`config.mk`:
```
export PLATFORM = sky130hd
export DESIGN_NAME = lirs_ctrl
export DESIGN_NICKNAME = d
export VERILOG_FILES = /design/src/rtl/core/lirs_pkg.sv /design/src/rtl/core/lirs_ctrl.sv
export SDC_FILE = /design/constraint.sdc
export NUM_CORES = 1
export LEC_CHECK = 0
export BUFFER_PORTS_ARGS = -buffer_cell sky130_fd_sc_hd__buf_2
export CORE_AREA = 2 2 39 41
export CTS_BUF_LIST = sky130_fd_sc_hd__clkbuf_2
export DETAILED_ROUTE_END_ITERATION = 8
export DIE_AREA = 0 0 41 43
export PLACE_DENSITY_LB_ADDON = 0.15
export RECOVER_POWER = 50
export SLEW_MARGIN = 25
export SYNTH_ARGS = -nofsm -noshare
export SYNTH_HDL_FRONTEND = slang
export SYNTH_SLANG_ARGS = --single-unit
```
`constraint.sdc`:
```
create_clock -name clk -period 1.4 [get_ports clk]
set_clock_uncertainty 0.05 [all_clocks]
set_input_delay 0.07 -clock clk [delete_from_list [all_inputs] [get_ports clk]]
set_output_delay 0.07 -clock clk [all_outputs]
set_load 0.03 [all_outputs]
```
`src/rtl/core/lirs_pkg.sv`:
```
package lirs_pkg;

  // Fixed field widths
  localparam int SAMPLE_BITS     = 16;
  localparam int PHASE_FRAC_BITS = 16;
  localparam int PHASE_BITS      = PHASE_FRAC_BITS + 5;
  localparam int STEP_BITS       = 20;
  localparam int CHAN_BITS       = 2;
  localparam int CFG_INDEX_BITS  = 2;
  localparam int CFG_DATA_BITS   = STEP_BITS;

  // Interpolation arithmetic widths
  localparam int DIFF_BITS = SAMPLE_BITS + 1;
  localparam int PROD_BITS = DIFF_BITS + PHASE_FRAC_BITS + 1;

  // Run length limit per input frame
  localparam int MAX_OUT  = 64;
  localparam int CNT_BITS = $clog2(MAX_OUT);

  localparam logic [PHASE_BITS-1:0] PHASE_ONE = PHASE_BITS'(1) << PHASE_FRAC_BITS;

  // Register reset values
  localparam logic [STEP_BITS-1:0] STEP_RESET = STEP_BITS'(65536);
  localparam logic [CHAN_BITS-1:0] CHAN_RESET = CHAN_BITS'(2);
  localparam logic [CHAN_BITS-1:0] CHAN_MONO  = CHAN_BITS'(1);

  // Register indexes
  localparam logic [CFG_INDEX_BITS-1:0] REG_PHASE_STEP    = CFG_INDEX_BITS'(0);
  localparam logic [CFG_INDEX_BITS-1:0] REG_CHANNEL_COUNT = CFG_INDEX_BITS'(1);

  // Controller to datapath
  typedef struct packed {
    logic load;
    logic store_frame;
    logic skip_frame;
    logic mul_left;
    logic mul_right;
    logic emit;
  } lirs_cmd_t;

  // Datapath to controller
  typedef struct packed {
    logic store_only;
    logic phase_ge_one;
    logic last;
    logic out_busy;
    logic mono;
  } lirs_status_t;

endpackage

```
`src/rtl/core/lirs_ctrl.sv`:
```
module lirs_ctrl
  import lirs_pkg::*;
(
  input  logic         clk,
  input  logic         rst,
  input  logic         in_valid,
  output logic         in_ready,
  input  lirs_status_t status,
  output lirs_cmd_t    cmd
);

  typedef enum logic [4:0] {
    S_IDLE  = 5'b00001,
    S_CHECK = 5'b00010,
    S_MUL_L = 5'b00100,
    S_MUL_R = 5'b01000,
    S_EMIT  = 5'b10000
  } state_t;

  state_t state;
  state_t state_next;

  assign in_ready = (state == S_IDLE);

  // Next state and commands
  always_comb begin
    state_next = state;
    cmd        = '0;
    unique case (state)
      S_IDLE: begin
        if (in_valid) begin
          cmd.load   = 1'b1;
          state_next = S_CHECK;
        end
      end
      S_CHECK: begin
        priority if (status.store_only) begin
          cmd.store_frame = 1'b1;
          state_next      = S_IDLE;
        end else if (status.phase_ge_one) begin
          cmd.skip_frame = 1'b1;
          state_next     = S_IDLE;
        end else begin
          state_next = S_MUL_L;
        end
      end
      S_MUL_L: begin
        cmd.mul_left = 1'b1;
        state_next   = S_MUL_R;
      end
      S_MUL_R: begin
        cmd.mul_right = 1'b1;
        state_next    = S_EMIT;
      end
      S_EMIT: begin
        // hold the finished frame until the output register frees up
        if (!status.out_busy) begin
          cmd.emit   = 1'b1;
          state_next = status.last ? S_IDLE : S_MUL_L;
        end
      end
      default: begin
        state_next = S_IDLE;
      end
    endcase
  end

  // State register
  always_ff @(posedge clk) begin
    if (rst) begin
      state <= S_IDLE;
    end else begin
      state <= state_next;
    end
  end

endmodule

```
==> results of run 1 <==
==> power breakdown <==
group | internal, mW | switching [mW]
clock | 0.0757 | 0.0595
combinational | 0.184 | 0.213
sequential | 0.177 | 0.0418
total | 0.437 | 0.314
==> layout make-up <==
type | instances | area share
Clock buffer | 4 | 0.0371
Inverter | 2 | 0.0139
Multi-Input combinational cell | 33 | 0.497
Sequential cell | 5 | 0.202
Tap cell | 16 | 0.0371
Timing Repair Buffer | 18 | 0.213
==> layer usage <==
metal | track usage | share of wire | wire length (µm) | vias up
met1 | 0.148 | 0.48 | 403 | 169
met5 | 0 | 0 | 0 | -
met2 | 0.163 | 0.45 | 379 | 14
li1 | - | - | - | 198
met4 | 0.0200 | 0 | 0 | 0
met3 | 0.0471 | 0.067 | 56 | 0
==> worst min path at each step <==
| stage | start | end | slack [ns] | depth (start not counted) |
|---|---|---|---|---|
| finish | rst | state[1]$_SDFFE_PP0P_ | 0.03 | 2 |
| detailed placement | rst | state[2]$_SDFFE_PP0P_ | 0.27 | 2 |
| CTS | rst | state[1]$_SDFFE_PP0P_ | 0.03 | 2 |
| floorplan | rst | state[2]$_SDFFE_PP0P_ | 0.09 | 1 |
| global placement | rst | state[2]$_SDFFE_PP0P_ | 0.27 | 2 |
| global route | rst | state[2]$_SDFFE_PP0P_ | 0.04 | 2 |
==> cell usage after synthesis <==
library cell	number
a22oi_2	1
nor4bb_1	1
or3_4	1
nor3_2	2
and2b_1	1
o22ai_4	1
nand3b_1	1
o21a_1	1
nor3_1	2
buf_4	1
nand2_1	2
nand3_1	1
nor2_2	1
nor2_1	5
o32a_1	1
nor3b_1	1
o21ai_0	1
dfxtp_1	5
nand4_1	1
inv_1	2
and3_1	2
and2_1	1
nor2b_1	2
or3b_4	1
o211ai_1	2
o311ai_1	1
==> worst max-delay path, cell delays in order, from the launching register on <==
cell and delay, ns:
dfxtp_2 0.35, nor3_4 0.26, nand2_2 0.09, nor3b_2 0.15
buf_4 0.18
==> layout by cell type (no fill, tap or decap), types with 2 or more instances in the layout <==
| cell type | count |
|---|---|
| and3_1 | 2 |
| dfxtp_2 | 4 |
| inv_1 | 2 |
| buf_4 | 8 |
| nor2_1 | 3 |
| o211ai_1 | 2 |
| nor2_2 | 3 |
| nor2b_1 | 2 |
| nor3_2 | 2 |
| clkbuf_2 | 4 |
| clkbuf_4 | 2 |
| buf_2 | 8 |
==> cell families (layout without fill, tap and decap cells) <==
family,Yosys count,count (layout),share of synthesized area
and+or+nand+nor,25,25,0.452
DFF,5,5,0.283
AOI/OAI and AO/OA,8,8,0.223
buffers and inverters,3,24,0.0424
==> metrics by stage <==
step                worst slack (ns)  power [mW]
floorplan                      0.115       0.490
global placement              0.0921       0.576
detailed placement            0.0819       0.571
CTS                          -0.0277       0.730
global route                 -0.0684       0.801
finish                        0.0266       0.751
==> what timing repair did <==
item / in CTS / in global routing
buffers inserted: 1 / 3
pin swaps: 3 / 4
setup endpoints to repair: 5 / 6
resized for setup: 6 / 11
==> metrics.cfg, run 1 <==
[sta]
setup_viol = 0
hold_slack_ns = 0.0284
period_needed_ns = 1.37
timing.fmax_mhz = 728
worst_pin_slew_ns = 0.289
slew_headroom = 0.805
post-route-period-util = 0.981
hold_violations = 0
fin_tns_setup_ns = 0
slew_violations = 0
rsz0062_at_grt = true

[power_and_ir_drop]
p_leak_nw = 0.239
power.density_mw_per_mm2 = 1390
peakVddDrop_v = 0.000406

[place]
globalplace.congestion = 0.672
placed_area_um2 = 447
placed_cells = 70
numPortBuffers = 13
dp_hpwl_um = 668

[critical_path]
r2r_slack_ns = 0.06
critPathCapture = cmd[3]
crit_required_ns = 1.28
crit_arrival_ns = 1.25
rr_endpoint = state[2]$_SDFFE_PP0P_
critPathKind = reg2out
start_kind = flop
end_kind = output pin
startpoint = state[3]$_SDFFE_PP0P_
worst-r2r-cell-count = 5
crit-reg2reg-launch = state[3]$_SDFFE_PP0P_
worstPathMaxFanout = 5

[clocking]
cts.sinks = 5
cts_root_buffer = clkbuf_2
cts_tree = yes
ctsHoldBuffers = 0
clk-insertion-delay-late_ns = 0.22
htree_levels = 1
clockBufferDepth = 2
cts_inserted_buffers = 3
cts.reportedPaths.clkPinSlew_ns = 0.06

[global_routing]
grt-ovfl-total = 0
grt_max_degree = 8
grt_pass1_wl_mm = 1.34
grt_usage = 0.111
grt_antenna_before_repair = 0
grt_pass1_vias = 339

[synthesis]
postSynthCellCount = 41
synth-seq-cells = 5
postSynthNetCount = 49
ys_warn_count = 0
avgSynthCellArea_um2 = 8.64
syn_area_um2 = 354
synth.distinct_cells = 26
synth-seq-area-share = 0.283
yosys-top-cells-area = dfxtp_1 28%, nor3_2 5.7%, o22ai_4 5.7%
yosysTopAreaCell = dfxtp_1
synth_top_area_frac = 0.283

[finish]
multi_input_area_um2 = 268
ff_latch_area_um2 = 109
diodes = 0
n_fill_cell = 154
finalNetCount = 71
design_area_um2 = 539
top_regs = state: 5 flops
utilization = 0.390
syn_to_final_growth_pct = 52.3
largest-register = state
drive_above_1_share = 0.645
largest_reg_flops = 5
stdcell_count = 78

[routing]
drtIter0Drc = 1
vias = 381
dr.pass1.iters = 2
postRouteAntennaNets = 0
vias_per_cell = 4.88
wire_per_inst_um = 10.8
wirelength_um = 839
route.detailed.drc = 0

[die]
die_w_um = 41
core_mm2 = 0.00138
io_pins = 15
fp.dieH_um = 43
initial_utilization = 0.256
row_count = 14
dieArea_mm2 = 0.00176

[run_status]
status = finished clean

[worst_hold_path]
worst_hold_path_type = in2reg

[job]
drv_cap = 0

No activity file was read; power rests on OpenSTA's default activity.
==> inputs of run 2 (changes only) <==
- ABC_AREA: unset -> 1
==> metrics.cfg, run 2 <==
[run_status]
status = finished clean

[routing]
wire_per_inst_um = 8.37
route.detailed.drc = 0
wirelength_um = 720
postRouteAntennaNets = 0
vias_per_cell = 4.15
dr.pass1.iters = 3
vias = 357
drtIter0Drc = 8

[synthesis]
postSynthCellCount = 54
synth_edf_count = 0
synth-seq-cells = 5
synth.top_cells.by_count = 12 x inv_1, 11 x nor2_1, 7 x nand2_1
avgSynthCellArea_um2 = 6.33
yosys-top-cells-area = dfxtp_1 29%, inv_1 13%, nor2_1 12%
synth.distinct_cells = 16
yosysTopAreaCell = dfxtp_1
synth_most_common_cell = inv_1
synthFlopType = dfxtp_1
ys_warn_count = 0
syn_area_um2 = 342
postSynthNetCount = 62
synth_top_area_frac = 0.293
synth-seq-area-share = 0.293
async_flop_share = 0

[clocking]
cts.reportedPaths.clkPinSlew_ns = 0.06
clk-insertion-delay-late_ns = 0.22
ctsResizeCount = 0
cts_tree = yes
clockBufferDepth = 2
cts_root_buffer = clkbuf_2
postCtsSetupBuffers = 0
htree_levels = 1
ctsHoldBuffers = 0
cts_inserted_buffers = 3
cts.sinks = 5

[worst_hold_path]
holdPathEnd = state[2]$_SDFFE_PP0P_
min_from = rst
worst_hold_path_type = in2reg
hold_path_depth = 2

[finish]
layout_commonest_cell = inv_1
syn_to_final_growth_pct = 29.3
diodes = 0
layout_common_cells = 13 x inv_1, 12 x buf_2, 11 x nor2_1
largest_reg_flops = 5
finalNetCount = 79
drive_above_1_share = 0.386
n_fill_cell = 164
top_regs = state: 5 flops
largest-register = state

[place]
numPortBuffers = 13
dp_hpwl_um = 599
globalplace.congestion = 0.630
post-place-ws_ns = 0.265

[power_and_ir_drop]
p_leak_nw = 0.262
peakVddDrop_v = 0.000362
power_mw = 0.386
power.density_mw_per_mm2 = 874

[sta]
worst_pin_slew_ns = 0.184
fin_ws_ns = 0.101
hold_violations = 0
period_needed_ns = 1.30
fin_tns_setup_ns = 0
timing.fmax_mhz = 770
setup_viol = 0
post-route-period-util = 0.928
rsz0062_at_grt = false
slew_headroom = 0.877
hold_slack_ns = 0.0229
slew_violations = 0

[die]
fp.dieH_um = 43
core_mm2 = 0.00138
initial_utilization = 0.247
dieArea_mm2 = 0.00176
row_count = 14
io_pins = 15
die_w_um = 41

[critical_path]
start_kind = flop
worst-r2r-cell-count = 8
crit-reg2reg-launch = state[2]$_SDFFE_PP0P_
end_kind = output pin
crit_family = simple AND/OR/NAND/NOR gates
slowest_stage = dfxtp_1
critPathKind = reg2out
path_buf_inv = 2
max_stage_delay_ns = 0.33
crit_arrival_ns = 1.18
r2r_slack_ns = 0.26
rr_endpoint = state[0]$_SDFFE_PP1P_
cp_cell_sequence = nor2_2 > nand4_1 > inv_1 > buf_2
crit_required_ns = 1.28
worstPathMaxFanout = 4

[global_routing]
grt_usage = 0.0984
grt_pass1_vias = 318
grt_max_degree = 6
grt_pass1_wl_mm = 1.14
grt_antenna_before_repair = 0
grt-ovfl-total = 0

[job]
drv_cap = 0

[run 2: cell types whose count changed in the layout (fill, tap and decap cells not counted), moves of 2 or more]
cell,change
inv_1,+11
buf_4,-8
nor2_1,+8
nand2_1,+6
dfxtp_1,+5
buf_2,+4
dfxtp_2,-4
and3_1,-2
nand3_1,+2
nand3_2,+2
nor2b_1,-2
nor3_2,-2
o211ai_1,-2
[run 2: worst reg2reg max path, cell delays in order (launching register included)]
cell,delay [ns]
dfxtp_1,0.34
nor2_4,0.17
nand3_2,0.13
inv_1,0.10
nand2_2,0.05
nand2_1,0.05
inv_1,0.05
nand2_1,0.06
nand2_1,0.04
[run 2: metal layers]
layer / wire length [µm] / global-route usage
met2: 319 / 0.144
met4: 8 / 0.100
met1: 328 / 0.109
met5: 0 / 0
met3: 64 / 0.0157
[run 2: metrics by stage]
step,instance area [µm²],utilization,std cells
final,442,0.319,86
after floorplan,342,-,54
after global routing,442,0.319,86
after CTS,439,0.317,86
after global placement,419,0.303,82
after detailed placement,419,0.303,82
[run 2: how the worst max path moves through the flow]
stage	from	end	slack [ns]	depth (start not counted)
global placement	state[0]$_SDFFE_PP1P_	state[0]$_SDFFE_PP1P_	0.26	6
detailed placement	state[2]$_SDFFE_PP0P_	state[0]$_SDFFE_PP1P_	0.27	8
global route	state[0]$_SDFFE_PP1P_	cmd[0]	0.007	4
floorplan	state[2]$_SDFFE_PP0P_	state[0]$_SDFFE_PP1P_	0.25	8
finish	state[0]$_SDFFE_PP1P_	cmd[2]	0.10	4
CTS	state[0]$_SDFFE_PP1P_	cmd[2]	0.08	4
[run 2: where the power goes]
| group | leakage (nW) | internal [mW] | switching [mW] |
|---|---|---|---|
| combinational | 0.205 | 0.0333 | 0.0619 |
| sequential | 0.0408 | 0.149 | 0.00609 |
| clock | 0.0166 | 0.0756 | 0.0607 |
| total | 0.262 | 0.258 | 0.129 |
[run 2: cell type report]
| type | instances | area, µm² | area share |
|---|---|---|---|
| repair buffers | 13 | 67.6 | 0.153 |
| clock buffers | 4 | 20.0 | 0.0453 |
| multi-input cells | 34 | 181 | 0.411 |
| well taps | 16 | 20.0 | 0.0453 |
| inverters | 14 | 52.6 | 0.119 |
| flip-flops and latches | 5 | 100 | 0.227 |
[run 2: cells by family after synthesis]
group	after synthesis	synth area share
AO/OA/AOI/OAI	3	0.0586
buffers and inverters	15	0.176
flip-flops	5	0.293
AND/OR/NAND/NOR	31	0.473
==> inputs of run 3 (changes only) <==
- ABC_AREA: 1 -> 0
- PLACE_DENSITY: unset -> 0.48
- PLACE_DENSITY_LB_ADDON: 0.15 -> unset
==> metrics.cfg, run 3 (synthesis results as in run 1) <==
[finish]
finalNetCount = 69
layout_common_cells = 10 x buf_2, 5 x buf_4, 4 x clkbuf_2, 4 x dfxtp_2, 3 x nor2_1
largest-register = state
ff_latch_area_um2 = 109
drive_above_1_share = 0.700
top_regs = state: 5 flops
largest_reg_flops = 5
n_fill_cell = 150
stdcell_count = 76
diodes = 0
layout_commonest_cell = buf_2
multi_input_area_um2 = 304
syn_to_final_growth_pct = 56.9

[clocking]
cts_tree = yes
cts_root_buffer = clkbuf_2
htree_levels = 1
cts_inserted_buffers = 3
clockBufferDepth = 2
cts.reportedPaths.clkPinSlew_ns = 0.06
cts.sinks = 5
clk-insertion-delay-late_ns = 0.22

[critical_path]
startpoint = state[3]$_SDFFE_PP0P_
crit-reg2reg-launch = state[4]$_SDFFE_PP0P_
start_kind = flop
crit_arrival_ns = 1.27
end_kind = output pin
critPathKind = reg2out
cp_cell_sequence = nor3_4 > and3_1 > clkbuf_4
max_stage_delay_ns = 0.36
slowest_stage = dfxtp_2
crit_required_ns = 1.28
worstPathMaxFanout = 5

[routing]
vias_per_cell = 5.18
vias = 394
wirelength_um = 938
route.detailed.drc = 0
dr.pass1.iters = 4
drtIter0Drc = 5
postRouteAntennaNets = 0
wire_per_inst_um = 12.3

[die]
dieArea_mm2 = 0.00176
die_w_um = 41
core_mm2 = 0.00138
io_pins = 15
row_count = 14
initial_utilization = 0.256
fp.dieH_um = 43

[sta]
timing.fmax_mhz = 721
slew_headroom = 0.835
slew_violations = 0
worst_pin_slew_ns = 0.247
rsz0062_at_grt = true
setup_viol = 0
fin_ws_ns = 0.0134
period_needed_ns = 1.39
hold_violations = 0
hold_slack_ns = 0.0651
post-route-period-util = 0.990

[global_routing]
grt-ovfl-total = 0
grt_max_degree = 7
grt_usage = 0.120
grt_pass1_vias = 329
grt_antenna_before_repair = 0
grt_pass1_wl_mm = 1.40

[place]
placed_cells = 70
post-place-ws_ns = 0.0647
numPortBuffers = 13
globalplace.congestion = 0.706
dp_hpwl_um = 642

[run_status]
status = finished clean

[worst_hold_path]
min_from = rst
worst_hold_path_type = in2reg

[job]
drv_cap = 0

[power_and_ir_drop]
power.density_mw_per_mm2 = 1480
peakVddDrop_v = 0.000523
p_leak_nw = 0.256

-- run 3: worst max-delay path, delay by kind of cell, from the launching register on --
kind / cells / cell delay (ns)
buf+inv: 1 / 0.20
flops: 1 / 0.36
simple gates: 2 / 0.49
-- run 3: report_power, final --
group          internal, mW  switching, mW  total [mW]
logic                 0.225          0.239       0.464
registers             0.177         0.0445       0.221
clock network        0.0757         0.0624       0.138
-- run 3: stage by stage --
step | total power, mW | cell area [µm²] | utilization | TNS (ns)
2_1_floorplan | 0.490 | 362 | - | 0
3_3_place_gp | 0.574 | 447 | 0.323 | 0
3_5_place_dp | 0.570 | 447 | 0.323 | 0
4_1_cts | 0.749 | 507 | 0.366 | 0
5_1_grt | 0.882 | 556 | 0.401 | -0.202
6_report | 0.823 | 556 | 0.401 | 0
-- run 3: what timing repair did --
item	in CTS	in global routing
cloned	0	0
resized for setup	8	14
hold endpoints to repair	0	0
hold buffers	0	0
buffers inserted	2	0
setup endpoints to repair	5	7
pin swaps	3	3
-- run 3: worst paths after layout --
| path | to | depth (start not counted) | slack (ns) |
|---|---|---|---|
| hold reg to reg | state[3]$_SDFFE_PP0P_ | 3 | 0.60 |
| setup / recovery | cmd[5] | 3 | 0.01 |
| setup reg to reg | state[0]$_SDFFE_PP1P_ | 5 | 0.05 |
| hold / removal | state[1]$_SDFFE_PP0P_ | 2 | 0.07 |
-- run 3: metal layers --
metal / share of wire / wire length, µm / vias up / global-route usage
li1: - / - / 193 / -
met1: 0.43 / 403 / 181 / 0.152
met2: 0.48 / 452 / 20 / 0.169
met3: 0.088 / 83 / 0 / 0.0785
met4: 0 / 0 / 0 / 0.0200
met5: 0 / 0 / - / 0
-- run 3: layout make-up --
cell class	count	area share
Clock buffer	4	0.0360
Inverter	2	0.0135
Multi-Input combinational cell	33	0.547
Sequential cell	5	0.196
Tap cell	16	0.0360
Timing Repair Buffer	16	0.171
